==> src/rtl/rfta_pkg.sv <==
package rfta_pkg;

    // Table sizes. Region frames are handed out in fill order, so the frame
    // number of a region is the index of the cell that holds it.
    localparam int REGION_ENTRIES = 64;
    localparam int PAGE_ENTRIES   = 256;

    localparam int ADDR_W  = 64;
    localparam int SHIFT_W = 6;
    localparam int FRAME_W = (REGION_ENTRIES > 1) ? $clog2(REGION_ENTRIES) : 1;

    // Configuration register indexes.
    localparam int CFG_IDX_W = 1;
    localparam logic [CFG_IDX_W-1:0] CFG_PAGE_SHIFT   = 1'b0;
    localparam logic [CFG_IDX_W-1:0] CFG_REGION_SHIFT = 1'b1;

    localparam logic [SHIFT_W-1:0] PAGE_SHIFT_RESET   = 6'd12;
    localparam logic [SHIFT_W-1:0] REGION_SHIFT_RESET = 6'd12;

    // Transfer moving along the region chain.
    typedef struct packed {
        logic               valid;
        logic [ADDR_W-1:0]  va;
        logic [SHIFT_W-1:0] rs;
        logic [SHIFT_W-1:0] ps;
        logic [ADDR_W-1:0]  key;
        logic               found;
        logic               alloc;
        logic [FRAME_W-1:0] frame;
    } region_tok_t;

    // Transfer moving along the page chain.
    typedef struct packed {
        logic              valid;
        logic [ADDR_W-1:0] pa;
        logic [ADDR_W-1:0] vpn;
        logic              alloc;
        logic              skip;
        logic              done;
        logic              recorded;
    } page_tok_t;

    // One finished result.
    typedef struct packed {
        logic [ADDR_W-1:0] pa;
        logic              alloc;
        logic              recorded;
        logic              full;
    } result_t;

endpackage

==> src/rtl/rfta_out_queue.sv <==
module rfta_out_queue (
    input  logic              clk,
    input  logic              rst_n,
    input  logic              push,
    input  rfta_pkg::result_t entry,
    output logic              room,
    output logic              valid,
    input  logic              stall,
    output rfta_pkg::result_t head
);
    import rfta_pkg::*;

    result_t    mem [2];
    logic       wr_ptr_reg;
    logic       rd_ptr_reg;
    logic [1:0] count_reg;
    logic [1:0] count_next;
    logic       pop;

    assign pop   = valid && !stall;
    assign valid = (count_reg != 2'd0);
    assign room  = (count_reg != 2'd2);
    assign head  = mem[rd_ptr_reg];

    always_comb
    begin
        count_next = count_reg;
        if (push && !pop)
        begin
            count_next = count_reg + 2'd1;
        end
        else if (pop && !push)
        begin
            count_next = count_reg - 2'd1;
        end
    end

    always_ff @(posedge clk or negedge rst_n)
    begin
        if (!rst_n)
        begin
            wr_ptr_reg <= 1'b0;
            rd_ptr_reg <= 1'b0;
            count_reg  <= 2'd0;
        end
        else
        begin
            count_reg <= count_next;
            if (push)
            begin
                wr_ptr_reg <= ~wr_ptr_reg;
            end
            if (pop)
            begin
                rd_ptr_reg <= ~rd_ptr_reg;
            end
        end
    end

    always_ff @(posedge clk)
    begin
        if (push)
        begin
            mem[wr_ptr_reg] <= entry;
        end
    end

endmodule

==> config.mk <==
export PLATFORM = sky130hd
export DESIGN_NAME = rfta_out_queue
export DESIGN_NICKNAME = d
export VERILOG_FILES = /design/src/rtl/rfta_pkg.sv /design/src/rtl/rfta_out_queue.sv
export SDC_FILE = /design/constraint.sdc
export NUM_CORES = 1
export LEC_CHECK = 0
export BUFFER_PORTS_ARGS = -buffer_cell sky130_fd_sc_hd__buf_2
export CORE_UTILIZATION = 50
export DETAILED_ROUTE_END_ITERATION = 12
export PLACE_DENSITY_LB_ADDON = 0.3
export SYNTH_ARGS = -nofsm -noshare
export SYNTH_HDL_FRONTEND = slang
export SYNTH_SLANG_ARGS = --single-unit
==> constraint.sdc <==
create_clock -name clk -period 4.3 [get_ports clk]
set_input_delay 1.29 -clock clk [delete_from_list [all_inputs] [get_ports clk]]
set_output_delay 1.29 -clock clk [all_outputs]
set_load 0.1 [all_outputs]
After elaboration in Yosys (flattened, before gate mapping) --
Memory sizes are Yosys's and may differ from the RTL's. Cells that the tools add are included.
Word-level totals: register bits 4, latch bits 0, memory bits (writable) 134, bits in read-only memories 0, bits of input ports 71, output and inout bits 69, logic and storage cells 21, memories 1
Cells by class: add/subtract/negate cells 2, $mul 0, div/mod/pow operators 0, $lt $le $gt $ge 0, eq/ne operators 1, shift operators 0, muxes and demuxes 4, bitwise gates (word level) 2, reductions and logical operators 8
Memory list:
- mem | depth 2, width 67, rd ports 1, clocked after memory_dff 0, wr ports 1, RTL line rfta_out_queue.sv:13 | result_t mem [2];
Operator list (count):
- 2-bit 2-to-1 mux | 2
- 2-bit nonzero test | 2
- 1-bit logical AND | 3
- 1-bit zero test | 3
- 2-bit by 1-bit adder with 2-bit output, second input constant | 1
- 1-bit 2-to-1 mux | 2
- 2-bit inequality test, second input constant | 1
- 1-bit NOT | 2
- 2-bit by 1-bit subtractor with 2-bit output, second input constant | 1

Logic depth before layout (Yosys ltp) --
depth in word-level cells 5, mapped depth 6, gate-level depth less buffers 6

Worst setup path after synthesis --
OpenSTA, ideal clock, no wires.
path type input -> register, from input port push, to memory mem[0][0] in the netlist's numbering, enable pin, library setup time 0.500 ns, arrival time 4.233 ns, required time 3.800 ns, slack -0.433 ns, stages 1, path buffers 0, cell sequence nor2b_1
Between the ends: cells in the longest elaborated chain, start to end 2
RTL lines:
- start: declaration | RTL line rfta_out_queue.sv:4 | input logic push,
- 1-bit 2-to-1 mux | RTL line rfta_out_queue.sv:62 | if (push)
- 1-bit 2-to-1 mux (implied by the code) | RTL line rfta_out_queue.sv:64 | mem[wr_ptr_reg] <= entry;
- end: declaration | RTL line rfta_out_queue.sv:13
No other way between the ends.

==> impl_metrics.yaml <==
run_status:
  outcome: "completed"
floorplanning:
  die-area_um2: 10640
  initial_core_util: 0.5188
  die_h_um: 103.2
  dieWidth_um: 103.2
  core_um2: 9864
  num_rows: 36
  boundaryPins: 140
worst_setup_path:
  max_stage_delay_ps: 690
  end_kind: "output port"
  cp_top_family: "flip-flops"
  arrival_ps: 2210
  critPathKind: "register to output port"
  path_cells: "buf_12, mux2_2, buf_2"
  critPathLaunchType: "register"
  cpMaxStageDelayCell: "dfrtp_4"
  cp_num_buf_inv: 2
  required_ps: 3010
  cp_max_fo: 42
drt:
  vias: 2561
  route.detailed.drc: 0
  first_pass_iters: 4
  wire_per_inst_um: 16.34
  drt_iter0_drc: 73
  viasPerCell: 4.897
  postRouteAntennaNets: 0
  finalWirelength_um: 8545
synth:
  synth_top_cell_by_area: "edfxtp_1"
  ys_types: 15
  synth.yosys.seq_area_share: 0.8059
  synth_cells: 225
  syn_area_per_cell_um2: 22.74
  yosysWarnings: 0
  synth_area_um2: 5117
  ys_ff_latch: 138
  synth_top_area_frac: 0.7863
  synth_area_leaders: "edfxtp_1, mux2_2, mux2_4"
  syn_nets: 297
clock_network:
  root_buffer: "clkbuf_8"
  cts_resized: 0
  htreeDepth: 4
  cts_hold_buffers: 0
  clkLatencyLatePin_ps: 500
  cts_buffer_depth: 2
  cts_buffers: 17
  cts_sinks: 138
  post_cts_buffers: 0
  cts_tree: "built"
  clkTransAtPathRegs_ps: 60
timing:
  min_period_ps: 3502
  rsz0062_at_grt: "no"
  finalClockSkew_ps: 5.308
  max_slew.worst_pin.slew_ps: 931.8
  hold_violations: 0
  final_max_slew_viol_count: 0
  setup_viol: 0
  fin_setup_tns_ps: 0
  fmax_ghz: 0.2856
  period_share: 0.8143
  relSlewSlack: 0.3788
layout:
  final_cells: 523
  final_util: 0.6631
  drive_gt1_frac: 0.6179
  design_area_um2: 6541
  register_area_um2: 4128
  fillers: 718
  area_delta_synth_final_pct: 27.82
  largest_reg_flops: 134
  fin_nets: 450
  antenna_cells: 0
  multi_input_area_um2: 930.9
job:
  drv_cap: 0
grt:
  track_usage: 0.1646
  antenna_found_initial: 0
  grt_pass1_vias: 2624
  grt_max_degree: 68
  overflow: 0
  grt_pass1_wl_um: 12340
place:
  hpwl_um: 5384
  io_buffer_count: 139
  placed_area_um2: 5968
  dp.cells: 492
  gp_congestion: 0.6997
min_path:
  hp-class: "register to register"
[Yosys cell counts]
library cell	count
nor2_1	1
mux2_4	20
xor2_1	3
buf_2	4
edfxtp_1	134
buf_6	2
nor2b_1	1
dfrtp_1	4
nand2b_1	2
ha_1	1
mux2_2	47
or2_2	1
and2_1	1
xnor2_1	2
buf_8	2
[area by class of cell]
type	instances	share of cell area
Clock buffer	19	0.06446
Clock inverter	12	0.02314
Multi-Input combinational cell	79	0.1423
Sequential cell	138	0.6310
Tap cell	133	0.02544
Timing Repair Buffer	142	0.1136
[final timing paths]
path	cells after the start	end	slack, ps	from
min in group asynchronous	1	count_reg[1]	580	rst_n
max reg2reg	2	mem[0][11]	2570	wr_ptr_reg
max in group asynchronous	1	rd_ptr_reg	3580	rst_n
max	3	head[16]	800	rd_ptr_reg
min reg2reg	1	count_reg[1]	520	count_reg[1]
min	1	count_reg[1]	520	count_reg[1]
[placed cells by master, fill, tap and decap left out]
cell type	instances
dfrtp_1	3
edfxtp_1	134
and2_4	1
clkbuf_8	1
clkinv_4	2
or2_2	1
clkinv_1	1
buf_2	139
xor2_1	3
nor2b_4	1
buf_12	2
ha_1	1
bufinv_16	3
mux2_4	20
clkinvlp_4	4
buf_4	1
clkbuf_16	16
clkinv_2	2
nand2b_1	2
clkbuf_1	2
mux2_2	47
nor2_1	1
dfrtp_4	1
xnor2_1	2
[cells by family after synthesis]
group         after synthesis  synth area share
xor+xnor                    5          0.008559
flops                     138            0.8059
buf+inv                     8           0.01418
fa+ha+maj                   1          0.002445
mux                        67            0.1621
simple gates                6          0.006847
[stage by stage]
stage / hold WS, ps / worst slack, ps
detailed placement: 496.0 / 1283
CTS: 524.3 / 739.6
global placement: 472.8 / 1284
global route: 546.0 / 675.7
finish: 521.0 / 798.5
floorplan: 455.9 / 821.0
[layer usage]
layer | wire (µm) | GRT usage | share of wire | vias up
li1 | - | - | - | 1193
met1 | 3412 | 0.1798 | 0.40 | 1264
met3 | 517 | 0.06644 | 0.061 | 8
met2 | 4525 | 0.2800 | 0.53 | 96
met5 | 0 | 0 | 0 | -
met4 | 89 | 0.07909 | 0.010 | 0
Power is not shown: default switching activity piles up to over one toggle a cycle in this logic, so the estimate is an artifact.
