<file path="src/rtl/rfta_pkg.sv">
package rfta_pkg;

    // Table sizes. Region frames are handed out in fill order, so the frame
    // number of a region is the index of the cell that holds it.
    localparam int REGION_ENTRIES = 64;
    localparam int PAGE_ENTRIES   = 256;

    localparam int ADDR_W  = 64;
    localparam int SHIFT_W = 6;
    localparam int FRAME_W = (REGION_ENTRIES > 1) ? $clog2(REGION_ENTRIES) : 1;

    // Configuration register indexes.
    localparam int CFG_IDX_W = 1;
    localparam logic [CFG_IDX_W-1:0] CFG_PAGE_SHIFT   = 1'b0;
    localparam logic [CFG_IDX_W-1:0] CFG_REGION_SHIFT = 1'b1;

    localparam logic [SHIFT_W-1:0] PAGE_SHIFT_RESET   = 6'd12;
    localparam logic [SHIFT_W-1:0] REGION_SHIFT_RESET = 6'd12;

    // Transfer moving along the region chain.
    typedef struct packed {
        logic               valid;
        logic [ADDR_W-1:0]  va;
        logic [SHIFT_W-1:0] rs;
        logic [SHIFT_W-1:0] ps;
        logic [ADDR_W-1:0]  key;
        logic               found;
        logic               alloc;
        logic [FRAME_W-1:0] frame;
    } region_tok_t;

    // Transfer moving along the page chain.
    typedef struct packed {
        logic              valid;
        logic [ADDR_W-1:0] pa;
        logic [ADDR_W-1:0] vpn;
        logic              alloc;
        logic              skip;
        logic              done;
        logic              recorded;
    } page_tok_t;

    // One finished result.
    typedef struct packed {
        logic [ADDR_W-1:0] pa;
        logic              alloc;
        logic              recorded;
        logic              full;
    } result_t;

endpackage

</file>
<file path="src/rtl/rfta_region_cell.sv">
module rfta_region_cell (
    input  logic                          clk,
    input  logic                          rst_n,
    input  logic                          advance,
    input  logic [rfta_pkg::FRAME_W-1:0]  index,
    input  rfta_pkg::region_tok_t         upstream,
    output rfta_pkg::region_tok_t         downstream,
    output logic                          occupied
);
    import rfta_pkg::*;

    logic              valid_reg;
    logic              valid_next;
    logic [ADDR_W-1:0] number_reg;
    logic [ADDR_W-1:0] number_next;
    region_tok_t       down_reg;
    region_tok_t       down_next;

    // The first empty cell a missing region reaches is the lowest free slot,
    // since cells fill from the head of the chain and are never released.
    always_comb
    begin
        down_next   = upstream;
        valid_next  = valid_reg;
        number_next = number_reg;
        if (upstream.valid && !upstream.found)
        begin
            if (valid_reg)
            begin
                if (number_reg == upstream.key)
                begin
                    down_next.found = 1'b1;
                    down_next.frame = index;
                end
            end
            else
            begin
                valid_next      = 1'b1;
                number_next     = upstream.key;
                down_next.found = 1'b1;
                down_next.alloc = 1'b1;
                down_next.frame = index;
            end
        end
    end

    always_ff @(posedge clk or negedge rst_n)
    begin
        if (!rst_n)
        begin
            valid_reg <= 1'b0;
            down_reg  <= '0;
        end
        else if (advance)
        begin
            valid_reg <= valid_next;
            down_reg  <= down_next;
        end
    end

    always_ff @(posedge clk)
    begin
        if (advance)
        begin
            number_reg <= number_next;
        end
    end

    assign downstream = down_reg;
    assign occupied   = valid_reg;

endmodule

</file>
<file path="config.mk">
export PLATFORM = sky130hd
export DESIGN_NAME = rfta_region_cell
export DESIGN_NICKNAME = d
export VERILOG_FILES = /design/src/rtl/rfta_pkg.sv /design/src/rtl/rfta_region_cell.sv
export SDC_FILE = /design/constraint.sdc
export NUM_CORES = 1
export LEC_CHECK = 0
export ABC_AREA = 1
export BUFFER_PORTS_ARGS = -buffer_cell sky130_fd_sc_hd__buf_2
export CORE_MARGIN = 2
export CORE_UTILIZATION = 40
export DETAILED_ROUTE_END_ITERATION = 8
export GPL_ROUTABILITY_DRIVEN = 0
export PLACE_DENSITY = 0.71
export SLEW_MARGIN = 20
export SYNTH_ARGS = -nofsm -noshare
export SYNTH_HDL_FRONTEND = slang
export SYNTH_SLANG_ARGS = --single-unit
</file>
<file path="constraint.sdc">
create_clock -name clk -period 4.6 [get_ports clk]
set_input_delay 0.23 -clock clk [delete_from_list [all_inputs] [get_ports clk]]
set_output_delay 0.23 -clock clk [all_outputs]
set_load 0.005 [all_outputs]
</file>
# ---- Yosys cells after proc, flatten, opt, wreduce, memory -nomap -nowiden
# Cells that the tools add are included.
# Widths: inputs -> output; s select.
dict set report word_totals {
  reg_bits 214
  latch_bits 0
  ramBits 0
  romBits 0
  input_bits 158
  output_inout_bits 150
  elab_cells 22
  memories 0
}
dict set report classes {
  n_addsub 0
  mul 0
  div 0
  magnitude_cmp 0
  eq_ne 1
  shifts 0
  n_mux 6
  n_bitwise 1
  reduce_logical 4
}
# cell n
set op_table {}
lappend op_table {{$eq 64x64->1} 1}
lappend op_table {{$mux 6} 2}
lappend op_table {{$mux 8} 1}
lappend op_table {{$mux 1} 3}
lappend op_table {{$reduce_and 3->1} 1}
lappend op_table {{$reduce_and 2->1} 1}
lappend op_table {{$logic_and 1x1->1} 1}
lappend op_table {{$logic_not 1->1} 1}
lappend op_table {{$not 1->1} 1}

# ---- Depth between registers and ports, before layout
dict set report logic_depth {
  word_depth 4
  depth_mapped 14
  depth_no_buf 14
}

# ---- Worst setup path before layout
# OpenSTA, ideal clock, no wires.
dict set report synth_path {
  path_kind {input to register}
  from {input advance}
  to {register number_reg[0] (enable)}
  setup_time_ns 0.486
  t_arrival_ns 3.363
  required_time_ns 4.114
  setup_slack_ns 0.751
  cell_stages 4
  n_path_buf 2
  cell_sequence {clkbuf_1 > buf_4 > nand2_1 > nor2_1}
}
dict set report synth_between {
  elab_chain_cells 1
}
# item line
set synth_rtl {}
lappend synth_rtl {{start, declared} rfta_region_cell.sv:4} ;# input logic advance,
lappend synth_rtl {{$reduce_and 3->1 (no line)} -}
lappend synth_rtl {{end signal, assigned} rfta_region_cell.sv:65} ;# number_reg <= number_next;
lappend synth_rtl {{end, declared} rfta_region_cell.sv:14} ;# logic [ADDR_W-1:0] number_reg;
# No other way between the ends.
# A chain may end at the register's enable or synchronous reset.

# ---- Worst setup path in the final report
dict set report layout_path {
  from {input upstream[148] (netlist name)}
  to {register number_reg[60] (enable)}
}
dict set report layout_between {
  elab_chain_cells 2
}
# item line
set layout_rtl {}
lappend layout_rtl {{start, declared} rfta_region_cell.sv:6} ;# input rfta_pkg::region_tok_t upstream,
lappend layout_rtl {{$logic_and 1x1->1} rfta_region_cell.sv:26} ;# if (upstream.valid && !upstream.found)
lappend layout_rtl {{$reduce_and 3->1 (no line)} -}
# No other way between the ends.

==> qor.log <==
INFO  cts            tritoncts.num_buffers=24
INFO  sta            timing.fmax=498MHz
INFO  critical_path  critical_path.reg2reg.endpoint=downstream[2]
INFO  sta            finalClockSkew=0.0152ns
INFO  critical_path  regToRegStartpoint=number_reg[13]
INFO  synth          synth-seq-cells=214
INFO  sta            hold_viol_final=0
INFO  route          antenna_violating_nets_post_route=0
INFO  cells_and_area fin_area=0.0129mm2
INFO  cells_and_area final_cell_mix=nand2_1, buf_2, dfrtp_1
INFO  floorplan      core_area=0.0218mm2
INFO  floorplan      std_cell_rows=54
INFO  cells_and_area synthToLayoutAreaGrowth=46.0%
INFO  synth          synth.yosys.seq_area_share=64.1%
INFO  sta            worst_tran_pin_value=0.907ns
INFO  critical_path  critical_path.endpoint_type=flop
INFO  floorplan      design.portCount=308
INFO  critical_path  worst_ep_required_time=4.73ns
INFO  cells_and_area finish.net_count=1621
INFO  sta            finalSetupViolations=0
INFO  critical_path  rrSetupSlack=2.88ns
INFO  pwr            cellPowerDensity=361mW/mm2
INFO  critical_path  timing.critical_path.fanout_max=43
INFO  cts            insertion_delay=0.51ns
INFO  synth          yosysWarnings=0
INFO  synth          mean_post_synth_cell_area=8.72um2
INFO  critical_path  startpoint=upstream[148]
INFO  hold_path      whs_path_depth=3
INFO  cts            clockRootBuffer=clkbuf_16
INFO  floorplan      initial_core_util=40.7%
INFO  cells_and_area filler_cell_count=1804
INFO  placed_design  post-place-cells=1575
INFO  sta            report.final.slew_viol_count=0
INFO  sta            postLayoutSetupSlackWorst=2.59ns
INFO  cts            clock_tree_from_tritoncts=built
INFO  route          dr.pass1.iters=5
INFO  cells_and_area layout.cells.most_common=nand2_1
INFO  cells_and_area post-route-util=59.4%
INFO  sta            grt_setup_unrepaired=false
INFO  synth          synth.distinct_cells=19
INFO  cells_and_area layout-drive-gt1-share=24.5%
INFO  sta            setup_total_negative_slack=0ns
INFO  critical_path  worst_endpoint_data_arrival_time=2.14ns
INFO  critical_path  worstSetupEndpoint=number_reg[60]
INFO  sta            timing.max_slew.rel_slack=39.5%
INFO  global_routing grt_use_total=21.6%
INFO  route          drc=0
INFO  route          vias=7965
INFO  cts            holdBufCountCts=142
INFO  global_routing wire_length_of_the_first_global_routing_pass=41300um
INFO  sta            finalHoldWorstSlack=0.0302ns
INFO  global_routing antenna_violations_before_repair=2
INFO  critical_path  critPathKind=in2reg
INFO  sta            final.period_utilization=43.6%
INFO  floorplan      die_h=153um
INFO  pwr            power_leakage=6.97nW
INFO  placed_design  dpl.hpwl=16100um
INFO  floorplan      die_wd=153um
INFO  critical_path  r2r.worst_path.cells=12
INFO  placed_design  count_of_buffers_from_port_buffering=307
INFO  cts            clock_sink_count=214
INFO  synth          syn_inst=1015
INFO  route          dr.first_iter.drc_count=414
INFO  cells_and_area largest_register_ff_count=149
INFO  cts            htree_levels=1
INFO  cts            clock_transition_time_at_the_flip_flop_clock_pins_of_the_worst_setup_and_hold_paths=0.06ns
INFO  job            max-cap-violations=0
INFO  route          ratio_of_routed_vias_to_standard_cells=4.52
INFO  global_routing vias_in_the_first_global_route=8242
INFO  global_routing grt_max_degree=164
INFO  cells_and_area finalNonFillerCells=1762
INFO  cts            clockBufferDepth=3
INFO  placed_design  place_area=0.0107mm2
INFO  cts            post-cts-setup-buffer-count=0
INFO  critical_path  startpoint_types=input pin
INFO  synth          synth.net_count=1173
INFO  cts            number_of_resized_instances_in_the_post_cts_repair_step=0
INFO  route          route.detailed.wl_per_inst=14.4um
INFO  floorplan      dieArea=0.0233mm2
INFO  pwr            worst_ir_drop_vdd=0.241mV
INFO  route          drt-total-wl=25300um
INFO  synth          synth_area=0.00885mm2
INFO  hold_path      hold_path.class=in2reg
INFO  outcome        status=complete, no violations
INFO  placed_design  place_ws=2.44ns
INFO  pwr            p_total=4.67mW
INFO  global_routing grt.overflow.total=0
INFO  sta            fin_crit=2.01ns
==> cell usage after synthesis (all sizes together) <==
| cell type | count | area share (%) |
|---|---|---|
| nand2 | 519 | 22 |
| clkbuf | 24 | 1.0 |
| o21ai | 55 | 3.1 |
| a21oi | 2 | 0.11 |
| buf | 9 | 0.49 |
| inv | 121 | 5.1 |
| nor2 | 48 | 2.1 |
| xor2 | 10 | 0.99 |
| dfrtp | 150 | 42 |
| nand3 | 12 | 0.68 |
| clkinv | 1 | 0.042 |
| edfxtp | 64 | 22 |
==> power breakdown <==
group | switching, mW | total, mW | leakage (nW) | internal (mW)
logic | 0.285 | 0.559 | 4.17 | 0.273
clock network | 0.749 | 1.96 | 0.406 | 1.21
registers | 0.0655 | 2.14 | 2.40 | 2.08
total | 1.10 | 4.67 | 6.97 | 3.57
==> worst max-delay path, stage by stage <==
cell	delay, ns
dlygate4sd3_1	0.53
buf_2	0.10
inv_1	0.05
nor2_2	0.38
nand2_1	0.21
nor2_4	0.13
buf_4	0.48
==> per-layer routing <==
layer | track usage, % | up-vias | routed length, um
met5 | 0 | - | 0
met4 | 8.16 | 0 | 900
met3 | 5.77 | 69 | 2020
met2 | 37.5 | 298 | 12200
met1 | 25.6 | 3638 | 10200
li1 | - | 3960 | -
==> layout make-up <==
| class | count | area, um2 | area share, % |
|---|---|---|---|
| Clock buffer | 40 | 785 | 6.07 |
| Antenna cell | 2 | 5.00 | 0.0387 |
| Multi-Input combinational cell | 646 | 2590 | 20.1 |
| Sequential cell | 214 | 5680 | 43.9 |
| Timing Repair Buffer | 455 | 3010 | 23.3 |
| Tap cell | 280 | 350 | 2.71 |
| Clock inverter | 3 | 43.8 | 0.339 |
| Inverter | 122 | 465 | 3.60 |
==> cells by family after synthesis <==
logic type	share of synthesized area, %
compound gates	3.22
xor+xnor	0.989
flops	64.1
buf+inv	6.68
simple gates	25.0
==> worst min-delay path by stage <==
stage / startpoint / slack [ns] / end
global route: upstream[89] / 0.003 / downstream[89]
global placement: rst_n / 0.19 / downstream[127]
CTS: upstream[89] / 0.002 / downstream[89]
finish: upstream[89] / 0.03 / downstream[89]
floorplan: rst_n / -0.07 / downstream[0]
detailed placement: rst_n / 0.19 / downstream[101]
Power figures use the tool's default switching activity.
