**src/rtl/rfta_pkg.sv**
```systemverilog
package rfta_pkg;

    // Table sizes. Region frames are handed out in fill order, so the frame
    // number of a region is the index of the cell that holds it.
    localparam int REGION_ENTRIES = 64;
    localparam int PAGE_ENTRIES   = 256;

    localparam int ADDR_W  = 64;
    localparam int SHIFT_W = 6;
    localparam int FRAME_W = (REGION_ENTRIES > 1) ? $clog2(REGION_ENTRIES) : 1;

    // Configuration register indexes.
    localparam int CFG_IDX_W = 1;
    localparam logic [CFG_IDX_W-1:0] CFG_PAGE_SHIFT   = 1'b0;
    localparam logic [CFG_IDX_W-1:0] CFG_REGION_SHIFT = 1'b1;

    localparam logic [SHIFT_W-1:0] PAGE_SHIFT_RESET   = 6'd12;
    localparam logic [SHIFT_W-1:0] REGION_SHIFT_RESET = 6'd12;

    // Transfer moving along the region chain.
    typedef struct packed {
        logic               valid;
        logic [ADDR_W-1:0]  va;
        logic [SHIFT_W-1:0] rs;
        logic [SHIFT_W-1:0] ps;
        logic [ADDR_W-1:0]  key;
        logic               found;
        logic               alloc;
        logic [FRAME_W-1:0] frame;
    } region_tok_t;

    // Transfer moving along the page chain.
    typedef struct packed {
        logic              valid;
        logic [ADDR_W-1:0] pa;
        logic [ADDR_W-1:0] vpn;
        logic              alloc;
        logic              skip;
        logic              done;
        logic              recorded;
    } page_tok_t;

    // One finished result.
    typedef struct packed {
        logic [ADDR_W-1:0] pa;
        logic              alloc;
        logic              recorded;
        logic              full;
    } result_t;

endpackage

```
**src/rtl/rfta_page_cell.sv**
```systemverilog
module rfta_page_cell (
    input  logic                clk,
    input  logic                rst_n,
    input  logic                advance,
    input  rfta_pkg::page_tok_t upstream,
    output rfta_pkg::page_tok_t downstream,
    output logic                occupied
);
    import rfta_pkg::*;

    logic              valid_reg;
    logic              valid_next;
    logic [ADDR_W-1:0] number_reg;
    logic [ADDR_W-1:0] number_next;
    page_tok_t         down_reg;
    page_tok_t         down_next;

    always_comb
    begin
        down_next   = upstream;
        valid_next  = valid_reg;
        number_next = number_reg;
        if (upstream.valid && !upstream.done)
        begin
            if (valid_reg)
            begin
                if (number_reg == upstream.vpn)
                begin
                    down_next.done = 1'b1;
                end
            end
            else
            begin
                valid_next         = 1'b1;
                number_next        = upstream.vpn;
                down_next.done     = 1'b1;
                down_next.recorded = 1'b1;
            end
        end
    end

    always_ff @(posedge clk or negedge rst_n)
    begin
        if (!rst_n)
        begin
            valid_reg <= 1'b0;
            down_reg  <= '0;
        end
        else if (advance)
        begin
            valid_reg <= valid_next;
            down_reg  <= down_next;
        end
    end

    always_ff @(posedge clk)
    begin
        if (advance)
        begin
            number_reg <= number_next;
        end
    end

    assign downstream = down_reg;
    assign occupied   = valid_reg;

endmodule

```
**config.mk**
```make
export PLATFORM = sky130hd
export DESIGN_NAME = rfta_page_cell
export DESIGN_NICKNAME = d
export VERILOG_FILES = /design/src/rtl/rfta_pkg.sv /design/src/rtl/rfta_page_cell.sv
export SDC_FILE = /design/constraint.sdc
export NUM_CORES = 1
export LEC_CHECK = 0
export ABC_AREA = 1
export BUFFER_PORTS_ARGS = -buffer_cell sky130_fd_sc_hd__buf_2
export CORE_ASPECT_RATIO = 0.75
export CORE_MARGIN = 2
export CORE_UTILIZATION = 35
export CTS_CLUSTER_SIZE = 14
export DETAILED_ROUTE_END_ITERATION = 10
export GPL_ROUTABILITY_DRIVEN = 0
export GPL_TIMING_DRIVEN = 0
export PLACE_DENSITY_LB_ADDON = 0.05
export REMOVE_ABC_BUFFERS = 1
export SLEW_MARGIN = 40
export SYNTH_ARGS = -nofsm -noshare
export SYNTH_HDL_FRONTEND = slang
export SYNTH_SLANG_ARGS = --single-unit
```
**constraint.sdc**
```tcl
create_clock -name clk -period 4.4 [get_ports clk]
set_clock_uncertainty 0.1 [all_clocks]
set_input_delay 0.44 -clock clk [delete_from_list [all_inputs] [get_ports clk]]
set_output_delay 0.44 -clock clk [all_outputs]
set_load 0.05 [all_outputs]
```
# [After elaboration in Yosys (flattened, before gate mapping)]
# Index checks and enable logic that the tools add are counted.
# W data, S select, Z words.
[totals] ff_bits=198 input_bits=136
[classes] n_eq_ne=1 mux=4 bitwise_logic=1 n_reduce_logical=4
[op_table] cell="$eq A64 B64 Y1" n=1
[op_table] cell="$mux W1" n=3
[op_table] cell="$reduce_and A3 Y1" n=1
[op_table] cell="$mux W2" n=1
[op_table] cell="$reduce_and A2 Y1" n=1
[op_table] cell="$logic_and A1 B1 Y1" n=1
[op_table] cell="$logic_not A1 Y1" n=1
[op_table] cell="$not A1 Y1" n=1

# [Logic depth before layout (Yosys ltp)]
# Gate-level depths: netlist of the first run.
[depth] word_depth=4 depth_mapped=12 ltp_nobuf=12

# [Worst setup path before layout of the first run]
# OpenSTA, ideal clock, no wires.
[synth_timing] path_kind="input to register" startpoint="in advance" endpoint="reg number_reg[0] (enable)" setup_time_ps=486 t_arrival_ps=3614 path_slack_ps=199 cell_stages=4 path_cell_list="buf_4 > nand2_1 > or2_2 > nor2_1"
[synth_between] elab_chain_cells=1
[synth_rtl] item="start: declaration" line="rfta_page_cell.sv:4" rtl="input logic advance,"
[synth_rtl] item="$reduce_and A3 Y1 (no line)"
[synth_rtl] item="end signal: assignment" line="rfta_page_cell.sv:60" rtl="number_reg <= number_next;"
[synth_rtl] item="end: declaration" line="rfta_page_cell.sv:13" rtl="logic [ADDR_W-1:0] number_reg;"
# No other way between the ends.
# A chain may end at the register's enable or synchronous reset.

# [Final worst setup path of the first run]
[layout_timing] startpoint="reg valid_reg (netlist: occupied)" endpoint="out occupied"
[layout_rtl] item="start: declaration" line="rfta_page_cell.sv:11" rtl="logic valid_reg;"
[layout_rtl] item="start signal: assignment" line="rfta_page_cell.sv:51" rtl="valid_reg <= valid_next;"
[layout_rtl] item="end: declaration" line="rfta_page_cell.sv:7" rtl="output logic occupied"
# No word-level cell between the ends.

==> results of run 1 <==
[worst max-delay path by stage]
stage | startpoint | endpoint | slack [ns] | depth (start not counted)
floorplan | advance | number_reg[0]$_DFFE_PP_ | 0.33 | 3
global placement | advance | number_reg[56]$_DFFE_PP_ | -2.85 | 4
detailed placement | advance | number_reg[56]$_DFFE_PP_ | 2.23 | 6
CTS | occupied$_DFFE_PN0P_ | occupied | 2.65 | 1
global route | advance | number_reg[32]$_DFFE_PP_ | 2.61 | 6
finish | occupied$_DFFE_PN0P_ | occupied | 2.66 | 1
[per-stage QoR]
step	TNS, ns	total power [mW]	setup slack [ns]
floorplan	0	2.631	0.3345
global placement	-182.52	2.912	-2.848
detailed placement	0	2.925	2.230
CTS	0	4.539	2.648
global route	0	4.671	2.609
finish	0	4.464	2.665
[cell type report]
cell class,instances,area share (%)
Clock buffer,17,4.020
Clock inverter,15,1.596
Inverter,111,4.009
Multi-Input combinational cell,584,22.04
Sequential cell,198,49.85
Tap cell,300,3.547
Timing Repair Buffer,278,14.93
[synth_stat cells]
library cell | number | share of area [%]
sky130_fd_sc_hd__dfrtp_1 | 134 | 41
sky130_fd_sc_hd__buf_6 | 5 | 0.69
sky130_fd_sc_hd__buf_2 | 9 | 0.55
sky130_fd_sc_hd__or2_2 | 1 | 0.076
sky130_fd_sc_hd__xor2_1 | 10 | 1.1
sky130_fd_sc_hd__inv_2 | 1 | 0.046
sky130_fd_sc_hd__nor2_2 | 1 | 0.076
sky130_fd_sc_hd__o21ai_0 | 54 | 3.3
sky130_fd_sc_hd__clkbuf_1 | 12 | 0.55
sky130_fd_sc_hd__edfxtp_1 | 64 | 23
sky130_fd_sc_hd__nand2_1 | 474 | 22
sky130_fd_sc_hd__mux2i_1 | 1 | 0.12
sky130_fd_sc_hd__nor2_1 | 42 | 1.9
sky130_fd_sc_hd__inv_1 | 110 | 5.0
sky130_fd_sc_hd__o211ai_1 | 1 | 0.092
sky130_fd_sc_hd__buf_4 | 3 | 0.28
[kinds of logic after synthesis]
kind of cell,after synthesis,share of synthesized area [%]
XOR/XNOR,10,1.070
flip-flops,198,64.45
buffers and inverters,140,7.154
multiplexers,1,0.1223
AO/OA/AOI/OAI,55,3.394
AND/OR/NAND/NOR,518,23.82
[power by group through the flow]
stage                     Clock, mW  Combinational (mW)  Sequential, mW
final                          1.59               0.814            2.06
after global routing           1.71               0.880            2.08
after CTS                      1.65               0.828            2.06
after detailed placement          0               0.829            2.10
after global placement            0               0.814            2.10
after floorplan                   0               0.142            2.49
[per-layer routing]
metal	global-route usage (%)	wire, um	vias to the layer above
li1	-	-	3313
met1	21.45	9356	2777
met2	24.68	8718	170
met3	6.858	1603	16
met4	4.794	209	2
met5	0	11	-
[timing repair]
item                                   in CTS  in global routing
endpoints found under the hold margin      33                  0
resized for setup                           0                  0
hold buffers                                1                  0
==> qor.log, run 1 <==
INFO  sta            setup-violations-final=0
INFO  setup_path     worstReg2RegEnd=number_reg[2]$_DFFE_PP_
INFO  final_layout   post_layout_nonfiller_instances=1,503
INFO  place          dp_hpwl=14,320um
INFO  setup_path     cp_slowest_stage_delay=0.46ns
INFO  drt            drt_first_pass_iters=4
INFO  drt            initial_drc_count=335
INFO  setup_path     r2r_setup_slack=2.84ns
INFO  clocking       tritoncts_clock_tree=yes
INFO  final_layout   mostFrequentLayoutCells=sky130_fd_sc_hd__nand2_1 (474), sky130_fd_sc_hd__buf_2 (267), sky130_fd_sc_hd__dfrtp_1 (134)
INFO  final_layout   drive_gt1_share=26.02%
INFO  final_layout   mostFrequentLayoutCell=sky130_fd_sc_hd__nand2_1
INFO  clocking       htreeDepth=4
INFO  global_route   antenna_violations_before_repair=1
INFO  setup_path     worstPathBufferInverterCount=1
INFO  final_layout   net_count_final=1,326
INFO  place          placedInstanceArea=0.009977sqmm
INFO  setup_path     reg2reg_from=occupied$_DFFE_PN0P_
INFO  worst_hold_path worstHoldStart=upstream[87]
INFO  setup_path     crit_family=flip-flops
INFO  floorplan      num_rows=48
INFO  power          power.density=421.9mW/mm^2
INFO  setup_path     crit_path_cell_trace=buf_2
INFO  final_layout   multiInputGateArea=0.002332sqmm
INFO  worst_hold_path worstHoldPathType=in2reg
INFO  global_route   first_global_vias=5,990
INFO  drt            num_vias=6,278
INFO  worst_hold_path hold_depth=3
INFO  global_route   grt_start_max_net_pins=103
INFO  setup_path     worstPathMaxFanout=5
INFO  power          leakage=5.765nW
INFO  final_layout   n_antenna_cell=0
INFO  logic_synthesis yosys.cell_types.count=16
INFO  power          vdd_ir_max=0.0002559V
INFO  logic_synthesis flops_latches_synth=198
INFO  power          p_seq_share=46.2%
INFO  setup_path     worstPathArrival=1.20ns
INFO  logic_synthesis synthesis.instances=922
INFO  drt            finalWirelength=19,900um
INFO  floorplan      overall_die_height=136.4um
INFO  floorplan      design.portCount=270
INFO  flow_run       maxCapViolCount=0
INFO  global_route   wire_length_of_the_first_global_routing_pass=31,330um
INFO  setup_path     timing.critical_path.from_type=flip-flop
INFO  setup_path     worstRegToRegCells=3
INFO  clocking       cts.sinks=198
INFO  drt            number_of_remaining_drc_errors=0
INFO  drt            avgRoutedWirePerCell=13.24um
INFO  clocking       ctsRootBufferMaster=sky130_fd_sc_hd__clkbuf_16
INFO  place          port-buffer-count=269
INFO  clocking       cts.reportedPaths.clkPinSlew=0.08ns
INFO  logic_synthesis synth_area_per_cell=8.878squm
INFO  status         run_status=completed
INFO  sta            finalMaxSlewViolations=0
INFO  drt            post_route_antenna_net_violation_count=0
INFO  logic_synthesis synthesis.area=0.008185sqmm
INFO  worst_hold_path hold_path_end=downstream[87]$_DFFE_PN0P_
INFO  sta            post-route-period-util=39.43%
INFO  floorplan      effective_utilization_at_floorplan=35.59%
INFO  setup_path     worst_setup_path_end_kind=output port
INFO  logic_synthesis yosysWarnings=0
INFO  sta            worst_pin_slew=0.4996ns
INFO  final_layout   final_util=46.00%
INFO  final_layout   ff_latch_area=0.005275sqmm
INFO  floorplan      coreArea=0.02300sqmm
INFO  clocking       numCtsBuffers=17
INFO  drt            detail_route.vias_per_cell=4.177
INFO  floorplan      fp.dieW=180.6um
INFO  place          numPlacedInstances=1,470
INFO  sta            final.hold.worst_slack=0.1007ns
INFO  sta            final_hold_vios=0
INFO  setup_path     critical-path-slowest-cell=sky130_fd_sc_hd__dfrtp_1
INFO  setup_path     setup.worst_path.class=reg2out
INFO  floorplan      die_area=0.02464sqmm
INFO  final_layout   largest_reg_flops=133
INFO  setup_path     worst_ep_required_time=3.86ns
INFO  clocking       insertion_delay=0.43ns
INFO  power          share_comb_of_total_power=18.2%
INFO  final_layout   filler_cell_count=2,283
INFO  final_layout   syn2layout_area_growth=29.27%
INFO  global_route   gr-usage-all-layers=16.32%
INFO  final_layout   design_area=0.01058sqmm
INFO  sta            fin_crit=1.735ns
INFO  clocking       postCtsSetupRepairBufs=0
INFO  sta            slew_headroom=66.69%
INFO  clocking       cts-root-to-sink-buffers=2
INFO  sta            setup_repair_after_global_routing_missed_its_margin=no
INFO  global_route   grt_overflow=0
INFO  logic_synthesis seq_area_frac_synth=64.45%
INFO  power          p_int=3.054mW
INFO  power          p_clk_share=35.6%
INFO  power          power.switching_fraction=31.58%
INFO  sta            max_freq=576.3MHz
INFO  power          p_switching=1.410mW
Note: power is estimated with default switching activity, not from simulation.
==> run 2, diff against run 1 <==
==> constraint.sdc (replaced) <==
create_clock -name clk -period 1.7 [get_ports clk]
set_clock_uncertainty 0.1 [all_clocks]
set_input_delay 0.17 -clock clk [delete_from_list [all_inputs] [get_ports clk]]
set_output_delay 0.17 -clock clk [all_outputs]
set_load 0.05 [all_outputs]
==> qor.log, run 2 (same netlist as run 1, synthesis figures left out) <==
INFO  global_route   wire_length_of_the_first_global_routing_pass=33,720um [was 31,330 um]
INFO  floorplan      die_area=0.02464sqmm [unchanged]
INFO  drt            detail_route.vias_per_cell=4.192 [was 4.177]
INFO  place          numPlacedInstances=1,470 [unchanged]
INFO  final_layout   mostFrequentLayoutCells=sky130_fd_sc_hd__nand2_1 (474), sky130_fd_sc_hd__buf_2 (267), sky130_fd_sc_hd__dlygate4sd3_1 (145) [was sky130_fd_sc_hd__nand2_1 (474), sky130_fd_sc_hd__buf_2 (267), sky130_fd_sc_hd__dfrtp_1 (134)]
INFO  global_route   grt_use_met2=27.10% [was 24.68%]
INFO  clocking       cts.reportedPaths.clkPinSlew=0.08ns [about the same]
INFO  clocking       postCtsSetupRepairBufs=0 [unchanged]
INFO  drt            post_route_antenna_net_violation_count=0 [unchanged]
INFO  final_layout   syn2layout_area_growth=46.88% [was 29.27%]
INFO  status         run_status=completed [unchanged]
INFO  clocking       cts-root-to-sink-buffers=2 [unchanged]
INFO  final_layout   n_antenna_cell=0 [unchanged]
INFO  global_route   grt_start_max_net_pins=103 [unchanged]
INFO  sta            setup_repair_after_global_routing_missed_its_margin=no [unchanged]
INFO  global_route   gr-usage-all-layers=17.32% [was 16.32%]
INFO  flow_run       maxCapViolCount=0 [unchanged]
INFO  place          port-buffer-count=269 [unchanged]
INFO  sta            final_hold_vios=0 [unchanged]
INFO  clocking       htreeDepth=4 [unchanged]
INFO  setup_path     worstPathArrival=1.60ns [was 1.20 ns]
INFO  final_layout   mostFrequentLayoutCell=sky130_fd_sc_hd__nand2_1 [unchanged]
INFO  setup_path     worst_ep_required_time=1.73ns [was 3.86 ns]
INFO  sta            fin_tns_setup=0ns [unchanged]
INFO  drt            avgRoutedWirePerCell=12.84um [was 13.24 um]
INFO  floorplan      design.portCount=270 [unchanged]
INFO  floorplan      overall_die_height=136.4um [unchanged]
INFO  drt            number_of_remaining_drc_errors=0 [unchanged]
INFO  sta            slew_headroom=65.26% [was 66.69%]
INFO  global_route   antenna_violations_before_repair=0 [was 1]
INFO  power          p_switching=3.710mW [was 1.410 mW]
INFO  power          p_clk_share=34.7% [was 35.6%]
INFO  power          power.density=984.2mW/mm^2 [was 421.9 mW/mm^2]
INFO  worst_hold_path worstHoldPathType=in2reg [unchanged]
INFO  sta            max_freq=637.9MHz
INFO  sta            final.hold.worst_slack=0.1010ns [was 0.1007 ns]
INFO  power          power.switching_fraction=31.35% [was 31.58%]
INFO  setup_path     worst_setup_path_end_kind=flip-flop [was output port]
INFO  global_route   first_global_vias=6,686 [was 5,990]
INFO  final_layout   largest_reg_flops=133 [unchanged]
INFO  setup_path     cp-startpoint=occupied$_DFFE_PN0P_ [unchanged]
INFO  sta            finalMaxSlewViolations=0 [unchanged]
INFO  drt            initial_drc_count=349 [was 335]
INFO  clocking       numCtsBuffers=17 [unchanged]
INFO  clocking       insertion_delay=0.43ns [about the same]
INFO  drt            finalWirelength=21,150um [was 19,900 um]
INFO  clocking       tritoncts_clock_tree=yes [unchanged]
INFO  setup_path     reg2reg_from=occupied$_DFFE_PN0P_ [unchanged]
INFO  floorplan      fp.dieW=180.6um [unchanged]
INFO  global_route   global_route.usage.met1=23.07% [was 21.45%]
INFO  setup_path     worstPathMaxFanout=18 [was 5]
INFO  final_layout   filler_cell_count=2,173 [was 2,283]
INFO  clocking       cts.sinks=198 [unchanged]
INFO  power          p_int=8.123mW [was 3.054 mW]
INFO  sta            worst_pin_slew=0.5211ns [was 0.4996 ns]
INFO  final_layout   post_layout_nonfiller_instances=1,647 [was 1,503]
INFO  sta            fin_crit=1.568ns
INFO  sta            setup-violations-final=0 [unchanged]
INFO  global_route   global_route.usage.met3=5.759% [was 6.858%]
INFO  global_route   grt_overflow=0 [unchanged]
INFO  setup_path     setup.worst_path.class=reg2reg [was reg2out]
INFO  floorplan      coreArea=0.02300sqmm [unchanged]
INFO  global_route   busiest_metal_layer_after_global_routing=met2 [unchanged]
INFO  setup_path     timing.critical_path.from_type=flip-flop [unchanged]
INFO  drt            drt_first_pass_iters=4 [unchanged]
INFO  floorplan      num_rows=48 [unchanged]
INFO  power          share_comb_of_total_power=20.1% [was 18.2%]
INFO  final_layout   drive_gt1_share=23.24% [was 26.02%]
INFO  final_layout   net_count_final=1,470 [was 1,326]
INFO  floorplan      effective_utilization_at_floorplan=35.59% [unchanged]
INFO  power          leakage=6.350nW [was 5.765 nW]
INFO  clocking       ctsRootBufferMaster=sky130_fd_sc_hd__clkbuf_16 [unchanged]
INFO  power          vdd_ir_max=0.0006611V [was 0.0002559 V]
INFO  power          p_seq_share=45.1% [was 46.2%]
INFO  place          dp_hpwl=14,320um [unchanged]
INFO  drt            num_vias=6,905 [was 6,278]
INFO  worst_hold_path worstHoldStart=upstream[1] [was upstream[87]]
INFO  sta            post-route-period-util=92.22%
## run 2: power groups by stage
stage          logic (mW)  clock network [mW]  registers (mW)
6_report             2.38                4.11            5.34
5_1_grt              2.57                4.43            5.37
3_5_place_dp         2.14                   0            5.43
2_1_floorplan       0.368                   0            6.44
4_1_cts              2.41                4.26            5.34
3_3_place_gp         2.11                   0            5.43
## run 2: area by class of cell
| class | instances | area [sq um] | share of cell area, % |
|---|---|---|---|
| timing repair buffer | 422 | 3022 | 25.13 |
| tap | 300 | 375.4 | 3.122 |
| sequential | 198 | 5275 | 43.88 |
| multi-input combinational | 584 | 2332 | 19.40 |
| clock buffer | 17 | 425.4 | 3.538 |
| inverter | 111 | 424.2 | 3.528 |
| clock inverter | 15 | 168.9 | 1.405 |
## run 2: path summary, 6_finish.rpt
| check | endpoint | slack [ns] | depth (start not counted) |
|---|---|---|---|
| setup / recovery | number_reg[2]$_DFFE_PP_ | 0.13 | 3 |
| hold / removal | number_reg[5]$_DFFE_PP_ | 0.10 | 3 |
| setup reg to reg | number_reg[2]$_DFFE_PP_ | 0.13 | 3 |
| hold reg to reg | downstream[99]$_DFFE_PN0P_ | 0.37 | 2 |
| max in group asynchronous | downstream[60]$_DFFE_PN0P_ | 0.80 | 3 |
| min in group asynchronous | downstream[87]$_DFFE_PN0P_ | 0.11 | 2 |
## run 2: critical path: stages (launching register included)
cell,delay (ns)
sky130_fd_sc_hd__dfrtp_1,0.45
sky130_fd_sc_hd__nor2_4,0.30
sky130_fd_sc_hd__buf_16,0.20
sky130_fd_sc_hd__buf_8,0.20
## run 2: layer usage
metal	vias to the layer above	wire (um)
met2	190	9498
li1	3601	-
met5	-	0
met1	3098	10060
met4	0	222
met3	16	1365
## run 2: per-stage QoR
| stage | util, % | cell area, sq um | setup WS (ns) | power (mW) |
|---|---|---|---|---|
| floorplan | - | 8016 | -2.236 | 6.810 |
| global placement | 42.34 | 9738 | -5.278 | 7.537 |
| detailed placement | 43.37 | 9977 | -0.2004 | 7.572 |
| CTS | 52.27 | 12020 | 0.1236 | 12.01 |
| global route | 52.27 | 12020 | 0.06333 | 12.38 |
| finish | 52.27 | 12020 | 0.1323 | 11.83 |
## run 2: timing repair
action	CTS	global route
gates resized for setup	0	0
hold endpoints to repair	332	0
hold buffers	145	0
endpoints found under the setup margin	0	0
==> run 3, diff against run 2 <==
--- a/config.mk
+++ b/config.mk
@@ -10,13 +10,13 @@
 export CORE_ASPECT_RATIO = 0.75
 export CORE_MARGIN = 2
 export CORE_UTILIZATION = 35
+export CTS_CLUSTER_DIAMETER = 120
 export CTS_CLUSTER_SIZE = 14
 export DETAILED_ROUTE_END_ITERATION = 10
 export GPL_ROUTABILITY_DRIVEN = 0
 export GPL_TIMING_DRIVEN = 0
-export PLACE_DENSITY_LB_ADDON = 0.05
 export REMOVE_ABC_BUFFERS = 1
-export SLEW_MARGIN = 40
+export SLEW_MARGIN = 20
 export SYNTH_ARGS = -nofsm -noshare
 export SYNTH_HDL_FRONTEND = slang
 export SYNTH_SLANG_ARGS = --single-unit
==> qor.log, run 3 (same netlist as run 1, synthesis figures left out) <==
INFO  drt            avgRoutedWirePerCell=13.74um [was 12.84 um]
INFO  floorplan      coreArea=0.02300sqmm [unchanged]
INFO  flow_run       maxCapViolCount=0 [unchanged]
INFO  global_route   first_global_vias=7,018 [was 6,686]
INFO  setup_path     worstPathArrival=1.95ns [was 1.60 ns]
INFO  final_layout   drive_gt1_share=23.32% [was 23.24%]
INFO  final_layout   syn2layout_area_growth=45.23% [was 46.88%]
INFO  drt            detail_route.vias_per_cell=4.312 [was 4.192]
INFO  setup_path     reg2reg_from=number_reg[19]$_DFFE_PP_ [was occupied$_DFFE_PN0P_]
INFO  final_layout   mostFrequentLayoutCells=sky130_fd_sc_hd__nand2_1 (474), sky130_fd_sc_hd__buf_2 (267), sky130_fd_sc_hd__dlygate4sd3_1 (135) [was sky130_fd_sc_hd__nand2_1 (474), sky130_fd_sc_hd__buf_2 (267), sky130_fd_sc_hd__dlygate4sd3_1 (145)]
INFO  power          vdd_ir_max=0.0006264V [was 0.0006611 V]
INFO  sta            final_hold_vios=0 [unchanged]
INFO  floorplan      die_area=0.02464sqmm [unchanged]
INFO  drt            drt_first_pass_iters=6 [was 4]
INFO  setup_path     r2r_setup_slack=0.23ns [was 0.13 ns]
INFO  sta            max_freq=594.9MHz [was 637.9 MHz]
INFO  final_layout   largest_reg_flops=133 [unchanged]
INFO  worst_hold_path worstHoldPathType=in2reg [unchanged]
INFO  global_route   wire_length_of_the_first_global_routing_pass=35,040um [was 33,720 um]
INFO  final_layout   design_area=0.01189sqmm [was 0.01202 sq mm]
INFO  sta            setup-violations-final=0 [unchanged]
INFO  floorplan      fp.dieW=180.6um [unchanged]
INFO  clocking       insertion_delay=0.43ns [about the same]
INFO  sta            fin_crit=1.681ns [was 1.568 ns]
INFO  worst_hold_path hold_depth=4 [was 3]
INFO  clocking       cts.reportedPaths.clkPinSlew=0.08ns [about the same]
INFO  setup_path     worstPathMaxFanout=3 [was 18]
INFO  final_layout   net_count_final=1,461 [was 1,470]
INFO  clocking       numCtsBuffers=17 [unchanged]
INFO  power          leakage=6.321nW [was 6.350 nW]
INFO  clocking       cts-root-to-sink-buffers=2 [unchanged]
INFO  floorplan      num_rows=48 [unchanged]
INFO  sta            slew_headroom=68.60% [was 65.26%]
INFO  final_layout   filler_cell_count=2,105 [was 2,173]
INFO  clocking       tritoncts_clock_tree=yes [unchanged]
INFO  setup_path     worst_ep_required_time=1.97ns [was 1.73 ns]
INFO  setup_path     worstReg2RegEnd=downstream[1]$_DFFE_PN0P_ [was number_reg[2]$_DFFE_PP_]
INFO  global_route   grt_start_max_net_pins=119 [was 103]
INFO  power          power.density=984.3mW/mm^2 [was 984.2 mW/mm^2]
INFO  sta            fin_tns_setup=0ns [unchanged]
INFO  power          post-layout-total-power=11.70mW [was 11.83 mW]
INFO  sta            final.hold.worst_slack=0.04611ns [was 0.1010 ns]
INFO  floorplan      overall_die_height=136.4um [unchanged]
INFO  floorplan      design.portCount=270 [unchanged]
INFO  setup_path     worstRegToRegCells=11 [was 3]
INFO  final_layout   mostFrequentLayoutCell=sky130_fd_sc_hd__nand2_1 [unchanged]
INFO  drt            initial_drc_count=359 [was 349]
INFO  drt            post_route_antenna_net_violation_count=0 [unchanged]
INFO  place          port-buffer-count=269 [unchanged]
INFO  drt            number_of_remaining_drc_errors=0 [unchanged]
INFO  place          placedInstanceArea=0.009881sqmm [was 0.009977 sq mm]
INFO  setup_path     worst_setup_path_end_kind=flip-flop [unchanged]
INFO  setup_path     setup.worst_path.class=in2reg [was reg2reg]
INFO  place          dp_hpwl=14,440um [was 14,320 um]
INFO  worst_hold_path worstHoldStart=upstream[132] [was upstream[1]]
INFO  global_route   gr-usage-all-layers=18.06% [was 17.32%]
INFO  status         run_status=completed [unchanged]
INFO  clocking       ctsRootBufferMaster=sky130_fd_sc_hd__clkbuf_16 [unchanged]
INFO  clocking       htreeDepth=4 [unchanged]
INFO  sta            finalMaxSlewViolations=0 [unchanged]
INFO  global_route   grt_overflow=0 [unchanged]
INFO  sta            setup_repair_after_global_routing_missed_its_margin=yes [was no]
INFO  sta            worst_pin_slew=0.4710ns [was 0.5211 ns]
INFO  drt            num_vias=7,067 [was 6,905]
INFO  final_layout   final_util=51.68% [was 52.27%]
INFO  setup_path     timing.critical_path.from_type=input pin [was flip-flop]
INFO  clocking       cts.sinks=198 [unchanged]
INFO  drt            finalWirelength=22,520um [was 21,150 um]
INFO  floorplan      effective_utilization_at_floorplan=35.59% [unchanged]
INFO  worst_hold_path hold_path_end=occupied$_DFFE_PN0P_ [was number_reg[5]$_DFFE_PP_]
INFO  global_route   antenna_violations_before_repair=1 [was 0]
INFO  sta            post-route-period-util=98.88% [was 92.22%]
-- run 3: final cells by class --
type	count	area, sq um	share of cell area (%)
Inverter	111	432.9	3.642
Sequential cell	198	5275	44.37
Clock inverter	10	63.81	0.5368
Antenna cell	1	2.502	0.02105
Clock buffer	22	508.0	4.273
Tap cell	300	375.4	3.158
Multi-Input combinational cell	584	2332	19.62
Timing Repair Buffer	413	2898	24.38
-- run 3: critical path, stage by stage --
cell and delay, ns:
sky130_fd_sc_hd__dlygate4sd3_1 0.53, sky130_fd_sc_hd__buf_2 0.13, sky130_fd_sc_hd__or2_2 0.34, sky130_fd_sc_hd__o211ai_1 0.20, sky130_fd_sc_hd__dlygate4sd3_1 0.59
-- run 3: where the power goes --
group / leakage [nW] / internal [mW] / switching, mW
clock: 0.287 / 2.14 / 1.83
sequential: 2.20 / 5.20 / 0.148
combinational: 3.83 / 0.695 / 1.69
-- run 3: timing repair --
item,in CTS,in global routing
resized for setup,0,3
hold buffers,135,0
pin swaps,1,1
setup endpoints to repair,47,25
setup buffers,1,1
gates cloned,0,2
endpoints found under the hold margin,253,0
-- run 3: how the worst max path moves through the flow --
| stage | start | to | depth (start not counted) |
|---|---|---|---|
| 3_5_place_dp | advance | number_reg[37]$_DFFE_PP_ | 6 |
| 2_1_floorplan | occupied$_DFFE_PN0P_ | number_reg[0]$_DFFE_PP_ | 1 |
| 3_3_place_gp | advance | number_reg[46]$_DFFE_PP_ | 4 |
| 6_report | upstream[1] | downstream[0]$_DFFE_PN0P_ | 5 |
| 4_1_cts | upstream[1] | number_reg[2]$_DFFE_PP_ | 6 |
| 5_1_grt | upstream[1] | downstream[0]$_DFFE_PN0P_ | 5 |
-- run 3: through the flow --
step           cells  worst slack [ns]
2_1_floorplan    893            -2.236
3_3_place_gp    1462            -5.258
3_5_place_dp    1467           -0.7792
4_1_cts         1635           0.01721
5_1_grt         1639          -0.02216
6_report        1639           0.01911
-- run 3: layer usage --
layer  global-route usage [%]  part of all wire, %  up-vias
li1                         -                    -     3586
met4                    5.108                 0.85        0
met3                    6.536                  7.3       18
met2                    29.52                   47      203
met1                    22.71                   45     3260
met5                        0                    0        -
